--- src/fupa_pkg.sv ---
// Shared types and constants for the fixed unit pool allocator.
package fupa_pkg;

	localparam int POOL_UNITS_DEF = 256;

	localparam int UNITS_W = 9;
	localparam int BYTES_W = 16;
	localparam int INDEX_W = 8;
	localparam int STATUS_W = 3;

	localparam logic [UNITS_W-1:0] UNITS_RST = 9'd256;
	localparam logic [BYTES_W-1:0] BYTES_RST = 16'd64;

	localparam logic CFG_UNITS_IN_USE = 1'b0;
	localparam logic CFG_UNIT_BYTES = 1'b1;

	localparam logic REQ_ALLOC = 1'b0;
	localparam logic REQ_FREE = 1'b1;

	typedef enum logic [STATUS_W-1:0] {
		STAT_OK = 3'd0,
		STAT_SIZE = 3'd1,
		STAT_EMPTY = 3'd2,
		STAT_NOT_USED = 3'd3,
		STAT_BAD_INDEX = 3'd4
	} status_t;

	typedef enum logic [1:0] {
		S_SWEEP,
		S_IDLE,
		S_EXEC
	} ctl_state_t;

	typedef struct packed {
		logic sweep_clr;
		logic sweep_step;
		logic rebuild;
		logic load_req;
		logic execute;
	} ctl_cmd_t;

	typedef struct packed {
		logic sweep_last;
	} dp_stat_t;

endpackage

--- src/fupa_ctrl.sv ---
// Controller state machine: link memory sweep, request accept and execute.
module fupa_ctrl (
	input  logic               clk,
	input  logic               arst_n,
	input  logic               start,
	input  logic               cfg_wr_en,
	input  fupa_pkg::dp_stat_t stat,
	output fupa_pkg::ctl_cmd_t cmd,
	output logic               busy
);

	fupa_pkg::ctl_state_t state_q, state_nxt;

	always_ff @(posedge clk or negedge arst_n) begin
		if (!arst_n) begin
			state_q <= fupa_pkg::S_SWEEP;
		end else begin
			state_q <= state_nxt;
		end
	end

	always_comb begin
		state_nxt = state_q;
		unique case (state_q)
			fupa_pkg::S_SWEEP: begin
				if (!cfg_wr_en && stat.sweep_last) begin
					state_nxt = fupa_pkg::S_IDLE;
				end
			end
			fupa_pkg::S_IDLE: begin
				if (start) begin
					state_nxt = fupa_pkg::S_EXEC;
				end else if (cfg_wr_en) begin
					state_nxt = fupa_pkg::S_SWEEP;
				end
			end
			fupa_pkg::S_EXEC: begin
				state_nxt = cfg_wr_en ? fupa_pkg::S_SWEEP : fupa_pkg::S_IDLE;
			end
			default: state_nxt = fupa_pkg::S_SWEEP;
		endcase
	end

	always_comb begin
		cmd.sweep_clr = cfg_wr_en;
		cmd.sweep_step = (state_q == fupa_pkg::S_SWEEP);
		cmd.rebuild = (state_q == fupa_pkg::S_SWEEP) && stat.sweep_last && !cfg_wr_en;
		cmd.load_req = (state_q == fupa_pkg::S_IDLE) && start;
		cmd.execute = (state_q == fupa_pkg::S_EXEC);
		busy = (state_q != fupa_pkg::S_IDLE);
	end

endmodule

--- src/fupa_dpath.sv ---
// Datapath: config registers, link memory, free list head and result registers.
module fupa_dpath #(
	parameter int POOL_UNITS = fupa_pkg::POOL_UNITS_DEF
) (
	input  logic                           clk,
	input  logic                           arst_n,
	input  fupa_pkg::ctl_cmd_t             cmd,
	output fupa_pkg::dp_stat_t             stat,
	input  logic                           cfg_wr_en,
	input  logic                           cfg_index,
	input  logic [fupa_pkg::BYTES_W-1:0]   cfg_data,
	input  logic                           req_type,
	input  logic [fupa_pkg::BYTES_W-1:0]   req_size,
	input  logic                           use_pool,
	input  logic [fupa_pkg::INDEX_W-1:0]   unit_index,
	output logic                           done,
	output logic [fupa_pkg::STATUS_W-1:0]  status,
	output logic [fupa_pkg::INDEX_W-1:0]   granted_unit
);

	localparam int IW = $clog2(POOL_UNITS);
	localparam int LW = $clog2(POOL_UNITS + 1);
	localparam int CW = (LW > fupa_pkg::UNITS_W) ? LW : fupa_pkg::UNITS_W;
	localparam logic [IW-1:0] LAST_IDX = IW'(POOL_UNITS - 1);
	localparam logic [CW-1:0] POOL_C = CW'(POOL_UNITS);

	logic [fupa_pkg::UNITS_W-1:0] units_q;
	logic [fupa_pkg::BYTES_W-1:0] bytes_q;

	logic [LW-1:0] link_mem [POOL_UNITS];
	logic [LW-1:0] link_s1;
	logic [IW-1:0] sweep_cnt_q;

	logic [IW-1:0] head_q;
	logic          head_valid_q;

	logic                         req_type_q;
	logic [fupa_pkg::BYTES_W-1:0] req_size_q;
	logic                         use_pool_q;
	logic [fupa_pkg::INDEX_W-1:0] unit_idx_q;

	logic                          done_q;
	logic [fupa_pkg::STATUS_W-1:0] status_q;
	logic [fupa_pkg::INDEX_W-1:0]  granted_q;

	logic [CW+fupa_pkg::UNITS_W-1:0] units_x;
	logic [CW-1:0]                   units_ext, count, count_m1, idx_ext;
	logic [IW+fupa_pkg::INDEX_W-1:0] idx_x, grant_x;
	logic [LW+IW-1:0]                head_x, sweep_x;
	logic [LW-1:0]                   head_p1, push_link, sweep_val, link_m1;
	logic [IW-1:0]                   idx_iw, nxt_head;
	logic                            nxt_valid, wr_free;
	fupa_pkg::status_t               res_status;
	logic [fupa_pkg::INDEX_W-1:0]    res_grant;

	assign units_x = {{CW{1'b0}}, units_q};
	assign units_ext = units_x[CW-1:0];
	assign count = (units_ext > POOL_C) ? POOL_C : units_ext;
	assign count_m1 = count - CW'(1);
	assign idx_ext = {{(CW-fupa_pkg::INDEX_W){1'b0}}, unit_idx_q};
	assign idx_x = {{IW{1'b0}}, unit_idx_q};
	assign idx_iw = idx_x[IW-1:0];
	assign grant_x = {{fupa_pkg::INDEX_W{1'b0}}, head_q};
	assign head_x = {{LW{1'b0}}, head_q};
	assign head_p1 = head_x[LW-1:0] + LW'(1);
	assign push_link = head_valid_q ? head_p1 : '0;
	assign sweep_x = {{LW{1'b0}}, sweep_cnt_q};
	assign sweep_val = sweep_x[LW-1:0];
	assign link_m1 = link_s1 - LW'(1);

	assign stat.sweep_last = (sweep_cnt_q == LAST_IDX);

	always_ff @(posedge clk or negedge arst_n) begin
		if (!arst_n) begin
			units_q <= fupa_pkg::UNITS_RST;
			bytes_q <= fupa_pkg::BYTES_RST;
		end else if (cfg_wr_en) begin
			unique case (cfg_index)
				fupa_pkg::CFG_UNITS_IN_USE: units_q <= cfg_data[fupa_pkg::UNITS_W-1:0];
				fupa_pkg::CFG_UNIT_BYTES:   bytes_q <= cfg_data;
				default: ;
			endcase
		end
	end

	always_ff @(posedge clk or negedge arst_n) begin
		if (!arst_n) begin
			sweep_cnt_q <= '0;
		end else if (cmd.sweep_clr) begin
			sweep_cnt_q <= '0;
		end else if (cmd.sweep_step) begin
			sweep_cnt_q <= sweep_cnt_q + IW'(1);
		end
	end

	always_ff @(posedge clk) begin
		if (cmd.sweep_step) begin
			link_mem[sweep_cnt_q] <= sweep_val;
		end else if (wr_free) begin
			link_mem[idx_iw] <= push_link;
		end
	end

	always_ff @(posedge clk) begin
		if (cmd.load_req) begin
			link_s1 <= link_mem[head_q];
			req_type_q <= req_type;
			req_size_q <= req_size;
			use_pool_q <= use_pool;
			unit_idx_q <= unit_index;
		end
	end

	always_comb begin
		nxt_head = head_q;
		nxt_valid = head_valid_q;
		res_status = fupa_pkg::STAT_OK;
		res_grant = '0;
		wr_free = 1'b0;
		if (req_type_q == fupa_pkg::REQ_ALLOC) begin
			if (req_size_q > bytes_q) begin
				res_status = fupa_pkg::STAT_SIZE;
			end else if (!use_pool_q) begin
				res_status = fupa_pkg::STAT_NOT_USED;
			end else if (!head_valid_q) begin
				res_status = fupa_pkg::STAT_EMPTY;
			end else begin
				res_grant = grant_x[fupa_pkg::INDEX_W-1:0];
				if (link_s1 == '0) begin
					nxt_valid = 1'b0;
					nxt_head = '0;
				end else begin
					nxt_head = link_m1[IW-1:0];
				end
			end
		end else begin
			if (idx_ext >= count) begin
				res_status = fupa_pkg::STAT_BAD_INDEX;
			end else begin
				wr_free = cmd.execute;
				nxt_head = idx_iw;
				nxt_valid = 1'b1;
			end
		end
	end

	always_ff @(posedge clk or negedge arst_n) begin
		if (!arst_n) begin
			head_q <= '0;
			head_valid_q <= 1'b0;
			done_q <= 1'b0;
		end else begin
			done_q <= cmd.execute;
			if (cmd.rebuild) begin
				head_q <= count_m1[IW-1:0];
				head_valid_q <= (count != '0);
			end else if (cmd.execute) begin
				head_q <= nxt_head;
				head_valid_q <= nxt_valid;
			end
		end
	end

	always_ff @(posedge clk) begin
		if (cmd.execute) begin
			status_q <= res_status;
			granted_q <= res_grant;
		end
	end

	assign done = done_q;
	assign status = status_q;
	assign granted_unit = granted_q;

endmodule

--- src/fixed_unit_pool_allocator_core.sv ---
// Fixed unit pool allocator: top level joining controller and datapath.
// Timing: a request transferred while idle is registered with the head unit's link, executed in
// S_EXEC, and its result is registered with done high. busy is high while a request executes, so
// a new request is taken only after the last one is through, as the head unit's link is read first.
// Reset and every config write run a link memory sweep with busy high.
// The receiver cannot stall; done is a single-cycle strobe.
module fixed_unit_pool_allocator_core #(
	parameter int POOL_UNITS = fupa_pkg::POOL_UNITS_DEF
) (
	input  logic                           clk,
	input  logic                           arst_n,
	input  logic                           start,
	output logic                           busy,
	input  logic                           cfg_wr_en,
	input  logic                           cfg_index,
	input  logic [fupa_pkg::BYTES_W-1:0]   cfg_data,
	input  logic                           req_type,
	input  logic [fupa_pkg::BYTES_W-1:0]   req_size,
	input  logic                           use_pool,
	input  logic [fupa_pkg::INDEX_W-1:0]   unit_index,
	output logic                           done,
	output logic [fupa_pkg::STATUS_W-1:0]  status,
	output logic [fupa_pkg::INDEX_W-1:0]   granted_unit
);

	fupa_pkg::ctl_cmd_t cmd;
	fupa_pkg::dp_stat_t stat;

	fupa_ctrl u_ctrl (
		.clk       (clk),
		.arst_n    (arst_n),
		.start     (start),
		.cfg_wr_en (cfg_wr_en),
		.stat      (stat),
		.cmd       (cmd),
		.busy      (busy)
	);

	fupa_dpath #(
		.POOL_UNITS (POOL_UNITS)
	) u_dpath (
		.clk          (clk),
		.arst_n       (arst_n),
		.cmd          (cmd),
		.stat         (stat),
		.cfg_wr_en    (cfg_wr_en),
		.cfg_index    (cfg_index),
		.cfg_data     (cfg_data),
		.req_type     (req_type),
		.req_size     (req_size),
		.use_pool     (use_pool),
		.unit_index   (unit_index),
		.done         (done),
		.status       (status),
		.granted_unit (granted_unit)
	);

	a_accept_done: assert property (@(posedge clk) disable iff (!arst_n)
		(start && !busy) |-> ##2 done)
		else $error("transfer without result two cycles later");

	a_accept_busy: assert property (@(posedge clk) disable iff (!arst_n)
		(start && !busy) |=> busy)
		else $error("busy not raised after transfer");

	a_done_single: assert property (@(posedge clk) disable iff (!arst_n)
		done |=> !done)
		else $error("result strobe held two cycles");

	a_fail_grant: assert property (@(posedge clk) disable iff (!arst_n)
		(done && (status != fupa_pkg::STAT_OK)) |-> (granted_unit == '0))
		else $error("failed request returned a unit");

endmodule

--- config.mk ---
export PLATFORM = sky130hd
export DESIGN_NAME = fixed_unit_pool_allocator_core
export DESIGN_NICKNAME = d
export VERILOG_FILES = /design/src/fupa_pkg.sv /design/src/fupa_ctrl.sv /design/src/fupa_dpath.sv /design/src/fixed_unit_pool_allocator_core.sv
export SDC_FILE = /design/constraint.sdc
export NUM_CORES = 2
export LEC_CHECK = 0
export BUFFER_PORTS_ARGS = -buffer_cell sky130_fd_sc_hd__buf_2
export CAP_MARGIN = 20
export CORE_MARGIN = 2
export CORE_UTILIZATION = 45
export CTS_BUF_LIST = sky130_fd_sc_hd__clkbuf_8 sky130_fd_sc_hd__clkbuf_16
export DETAILED_ROUTE_END_ITERATION = 10
export HOLD_SLACK_MARGIN = 0.03
export PLACE_DENSITY_LB_ADDON = 0.15
export SLEW_MARGIN = 0
export SYNTH_ARGS = -nofsm -noshare
export SYNTH_HDL_FRONTEND = slang
export SYNTH_SLANG_ARGS = --single-unit
export TNS_END_PERCENT = 5
--- constraint.sdc ---
create_clock -name clk -period 39.6 [get_ports clk]
set_input_delay 0 -clock clk [delete_from_list [all_inputs] [get_ports clk]]
set_output_delay 0 -clock clk [all_outputs]
set_load 0.1 [all_outputs]
* After elaboration in Yosys (flattened, before gate mapping)
Memory sizes are Yosys's and may differ from the RTL's. A register that Yosys moved wholly into a read port is not among the register bits.
Index checks and enable logic that the tools add are counted.
** Storage, ports and cells
- Flip-flop bits (word level) :: 82
- Memory bits (writable) :: 2304
- Input bits :: 47
- Word-level logic and storage cells :: 91
- Memories :: 1
** Cells by class
- $add $sub $neg :: 4
- Magnitude comparators :: 3
- Equal/unequal tests :: 8
- Mux-type cells :: 40
- Bitwise operators :: 3
- Reductions and logical operators :: 19
** Memory list
- u_dpath.link_mem :: depth 256, bits a word 9, rd ports 1, clocked after memory_dff 1, write ports 1, RTL line fupa_dpath.sv:30 : logic [LW-1:0] link_mem [POOL_UNITS];
** Operators with widths (count)
- two-way mux 8 bit :: 11
- two-way mux 9 bit :: 3
- two-way mux 1 bit :: 17
- > comparator 16 bit :: 1
- subtractor 8 x 1 -> 8 bit (second input constant) :: 2
- two-way mux 3 bit :: 4
- adder 8 x 1 -> 9 bit (second input constant) :: 1
- greater-or-equal comparator 8 x 9 -> 1 bit :: 1
- > comparator 9 bit (second input constant) :: 1
- zero test 9 bit :: 1
- nonzero test 9 bit :: 1
- OR reduction 9 bit :: 1
- adder 8 x 1 -> 8 bit (second input constant) :: 1
- == test 8 bit (second input constant) :: 1
- two-way mux 2 bit :: 4
- inequality test 3 bit (second input constant) :: 2
- one-hot mux 2 bit (3 select lines) :: 1
- AND reduction 2 bit :: 3
- nonzero test 3 bit :: 2
- AND reduction 5 bit :: 1
- logical AND 1 bit :: 4
- inequality test 2 x 1 -> 1 bit (second input constant) :: 2
- AND reduction 4 bit :: 1
- nonzero test 2 bit :: 2
- other kinds (7) :: 9

* Logic depth before layout (Yosys ltp)
- Word-level depth :: 10
- Mapped depth :: 15
- Gate-level depth less buffers :: 11

* Modules after synthesis
A second synthesis with hierarchy kept.
** Second synthesis, totals
- Cell total of the unflattened synthesis :: 4704
- Area total of the unflattened synthesis :: 94360.5 µm²
** By module, submodules not included
- fupa_dpath :: instances 1, cells an instance 4691, area each 94230.4 µm²
- fupa_ctrl :: instances 1, cells an instance 13, area each 130.1 µm²

* Worst setup path before layout
Ideal clock, no wire load.
- Path kind :: register to register
- Start point :: reg u_dpath.units_q (netlist bit u_dpath.units_ext[8])
- End point :: mem u_dpath.link_mem[0][7] in the netlist's numbering (data pin)
- Library setup time :: 2.189 ns
- Arrival :: 12.832 ns
- Required time :: 37.411 ns
- Slack :: 24.579 ns
- Stages on the path, launching flop included :: 15
- Clock period less this slack :: 15.021 ns
- Path through :: dfstp_2 clkinv_1 clkbuf_1 nand2_1 inv_1 ha_1 nand2b_1 a21o_1 a21oi_1 o2111a_1 buf_2 nor2_4 clkbuf_1 clkbuf_1 o21ai_0
** On the way
- Cells in the longest elaborated chain, start to end :: 10
** RTL lines
- start: declaration :: RTL line fupa_dpath.sv:27 : logic [fupa_pkg::UNITS_W-1:0] units_q;
- start signal: assignment :: RTL line fupa_dpath.sv:75 : units_q <= fupa_pkg::UNITS_RST;
- start signal: assignment :: RTL line fupa_dpath.sv:79 : fupa_pkg::CFG_UNITS_IN_USE: units_q <= cfg_data[fupa_pkg::UNITS_W-1:0];
- > comparator 9 bit :: RTL line fupa_dpath.sv:58 : assign count = (units_ext > POOL_C) ? POOL_C : units_ext;
- two-way mux 9 bit (*) :: RTL line fupa_dpath.sv:58
- greater-or-equal comparator 8 x 9 -> 1 bit (*) :: RTL line fupa_dpath.sv:137 : if (idx_ext >= count) begin
- two-way mux 1 bit (*) :: RTL line fupa_dpath.sv:137
- two-way mux 1 bit (*) :: RTL line fupa_dpath.sv:120 : if (req_type_q == fupa_pkg::REQ_ALLOC) begin
- two-way mux 1 bit (*) :: RTL line fupa_dpath.sv:99 : end else if (wr_free) begin
- two-way mux 1 bit (*) :: RTL line fupa_dpath.sv:97 : if (cmd.sweep_step) begin
- two-way mux 1 bit (implied by the code) (*) :: RTL line fupa_dpath.sv:100 : link_mem[idx_iw] <= push_link;
- OR reduction 9 bit (no line) (*)
- two-way mux 9 bit (no line) (*)
- end: declaration :: RTL line fupa_dpath.sv:30
Mark *: on every way between the ends. The rest lies on a longest branch, timed or not.

==> flow_summary_export.csv <==
group,metric,value,unit
die,die_width,462,um
synth,synth_edf_count,2350,
die,die_h,462,um
clock_network,ctsHtreeMaxLevel,4,
pwr,vdd_ir_drop_max,0.0389,mV
min_path,hold_path_class,"in -> reg",
final_layout,drive_gt1_share,22.5,%
route,routedWlPerCell,34.4,um
clock_network,clock_sinks,2395,
sta,fin_skew,0.0453,ns
synth,synth_cell_types,81,
die,io_pins,60,
sta,tightest_slew,1.26,ns
status,status,"finished clean",
grt,overflow,0,
route,dr.pass1.iters,7,
clock_network,cts_made_buffers,237,
synth,ys_ff_latch,2395,
min_path,hold_path_depth,5,
clock_network,clock_latency,0.90,ns
final_layout,num-nets-final,5066,
job,cap_violations,0,
route,drt-total-wl,275,mm
sta,fin_crit_sh,15.9,%
pwr,p_sw,1.23,mW
critical_path,worstPathCellList,"buf_4 -> buf_4 -> buf_4 -> buf_4 -> mux4_2 -> a22o_1 -> a221oi_1 -> o22ai_1 -> o32ai_1 -> o21ai_1",
pwr,power.static_leakage,35.4,nW
synth,async_reset_ff_share,1.88,%
final_layout,areaGrowthSynthToFinish,13.5,%
route,num_vias,49800,
sta,rsz0062_at_grt,"false",
place,io_buffers,59,
synth,yosysSeqAreaShare,75.9,%
synth,syn_avg_cell_area,20.1,um2
pwr,power.density,50.0,mW/mm2
clock_network,ctsResizeCount,0,
route,drt-met1-wl,116,mm
sta,hold_viol,0,
route,top_layer_used,"met5",
route,viasPerCell,6.21,
pwr,switching_share,23.0,%
synth,synth-main-ff-cell,"edfxtp_1",
sta,setup_violations,0,
route,drc,0,
pwr,power.internal,4.12,mW
sta,finalSetupTns,0,ns
final_layout,final_common_cell,"edfxtp_1",
pwr,power.share.clock,41.0,%
clock_network,clk_pin_slew,0.07,ns
critical_path,crit_path_start_kind,"flip-flop",
sta,drv_slew,0,
sta,fmax,159,MHz
synth,synth_fp_nets,4769,
critical_path,r2r_cells,10,
die,core-area,0.209,mm2
critical_path,critPathRequiredTime,40.19,ns
synth,ys_warn_count,0,
grt,antenna_found_initial,16,
sta,hold_ws,0.188,ns
critical_path,cpMostUsedCell,"buf_4",
route,met3_length,23.6,mm
pwr,comb_power_share,7.1,%
sta,period_needed,6.29,ns
sta,slew_headroom,16.1,%
pwr,p_seq_share,51.9,%
critical_path,cp-end-kind,"flip-flop",
grt,grt_pass1_vias,48800,
grt,grt_usage,25.7,%
die,fp-row-count,168,
clock_network,cts_tree,"built",
critical_path,critPathMaxStageDelay,0.74,ns
grt,grt_max_degree,217,
final_layout,layout_common_cells,"edfxtp_1, mux4_2, nor2_1",
critical_path,worst_path_max_delay_cell,"buf_4",
place,dpl.hpwl,162,mm
clock_network,ctsRootBufferMaster,"clkbuf_16",
grt,grt_pass1_wl,384,mm
route,drt_iter0_drc,6907,
synth,syn_inst,4693,
clock_network,clockBufferDepth,3,
die,dieArea,0.213,mm2
critical_path,worstSetupPathType,"reg -> reg",
critical_path,arrival,6.88,ns
die,start_util,45.1,%
synth,synth.cell_area,0.0944,mm2
route,ant_nets,0,
route,dr_wl_met2,127,mm
critical_path,worst-path-max-fanout,43,
place,gp_congestion,0.859,
cell families after synthesis:
kind of cell	synth area share, %
multiplexers	14.5
flip-flops	75.9
AO/OA/AOI/OAI	4.00
XOR/XNOR	0.223
buffers and inverters	1.95
AND/OR/NAND/NOR	2.98
adder cells (fa/ha/maj)	0.384
worst max-delay path: cells and delay by family, from the launching register on:
family,cells,cell delay [ns]
flops,1,0.69
compound gates,5,1.85
mux,1,0.59
buf+inv,4,2.71
per-layer routing:
layer	track usage, %	up-vias
met1	37.9	26900
met2	39.2	2350
met3	4.68	404
met5	0	-
li1	-	20100
met4	8.22	14
area by class of cell:
class,instances,area [um2]
fillers,16700,102000
repair buffers,341,2880
multi-input cells,1980,21300
diodes,10,25.0
inverters,35,136
clock buffers,243,6040
flip-flops and latches,2395,71700
clock inverters,201,1530
well taps,2805,3510
final timing paths:
kind | to | startpoint | slack [ns]
setup / recovery | u_dpath.link_s1[5] | u_dpath.head_q[0] | 33.31
hold / removal | u_dpath.units_ext[8] | cfg_index | 0.19
setup reg to reg | u_dpath.link_s1[5] | u_dpath.head_q[0] | 33.31
hold reg to reg | u_dpath.bytes_q[2] | u_dpath.bytes_q[2] | 0.51
max in group asynchronous | u_dpath.head_q[0] | arst_n | 38.80
min in group asynchronous | u_dpath.bytes_q[14] | arst_n | 0.30
per-stage QoR:
stage / power (mW) / worst slack, ns / area (um2) / std cells / util, %
6_report: 5.36 / 33.31 / 107000 / 8010 / 51.2
3_3_place_gp: 3.20 / 33.31 / 98100 / 7415 / 46.9
2_1_floorplan: 3.06 / 24.58 / 94400 / 4693 / -
4_1_cts: 5.38 / 33.17 / 107000 / 7972 / 51.1
3_5_place_dp: 3.20 / 33.18 / 98200 / 7429 / 47.0
5_1_grt: 5.49 / 32.99 / 107000 / 8001 / 51.2
cells in the mapped netlist (32+ instances only):
library cell     n  area [um2]
buf_2           66         330
mux2i_1        242        2420
nor3_1          47         235
nor2_1         337        1260
a21oi_1         77         385
nand2_1        111         417
o21ai_0         61         305
edfxtp_1      2350       70600
o22ai_1         94         588
clkbuf_1       124         465
a22oi_1         71         533
dfrtp_1         43        1080
buf_6           48         541
mux2_2          46         518
mux4_2         476       10700
inv_1           32         120
power groups by stage:
stage / clock, mW / combinational, mW / sequential, mW
after floorplan: 0 / 0.216 / 2.85
after global placement: 0 / 0.363 / 2.84
after detailed placement: 0 / 0.365 / 2.84
after CTS: 2.22 / 0.375 / 2.78
after global routing: 2.32 / 0.393 / 2.78
final: 2.20 / 0.379 / 2.78
sequential cells by signal (all words and copies together) (netlist names), 8 cells and up:
register	count
u_dpath.link_mem	2304
u_dpath.bytes_q	16
u_dpath.req_size_q	16
u_dpath.link_s1	9
u_dpath.units_ext	9
u_dpath.granted_unit	8
u_dpath.head_q	8
u_dpath.idx_iw	8
u_dpath.sweep_cnt_q	8
repair_timing:
item / in CTS / in global routing
hold endpoints to repair: 116 / 0
hold buffers: 99 / 0
buffers inserted: 0 / 0
Power figures use the tool's default switching activity.
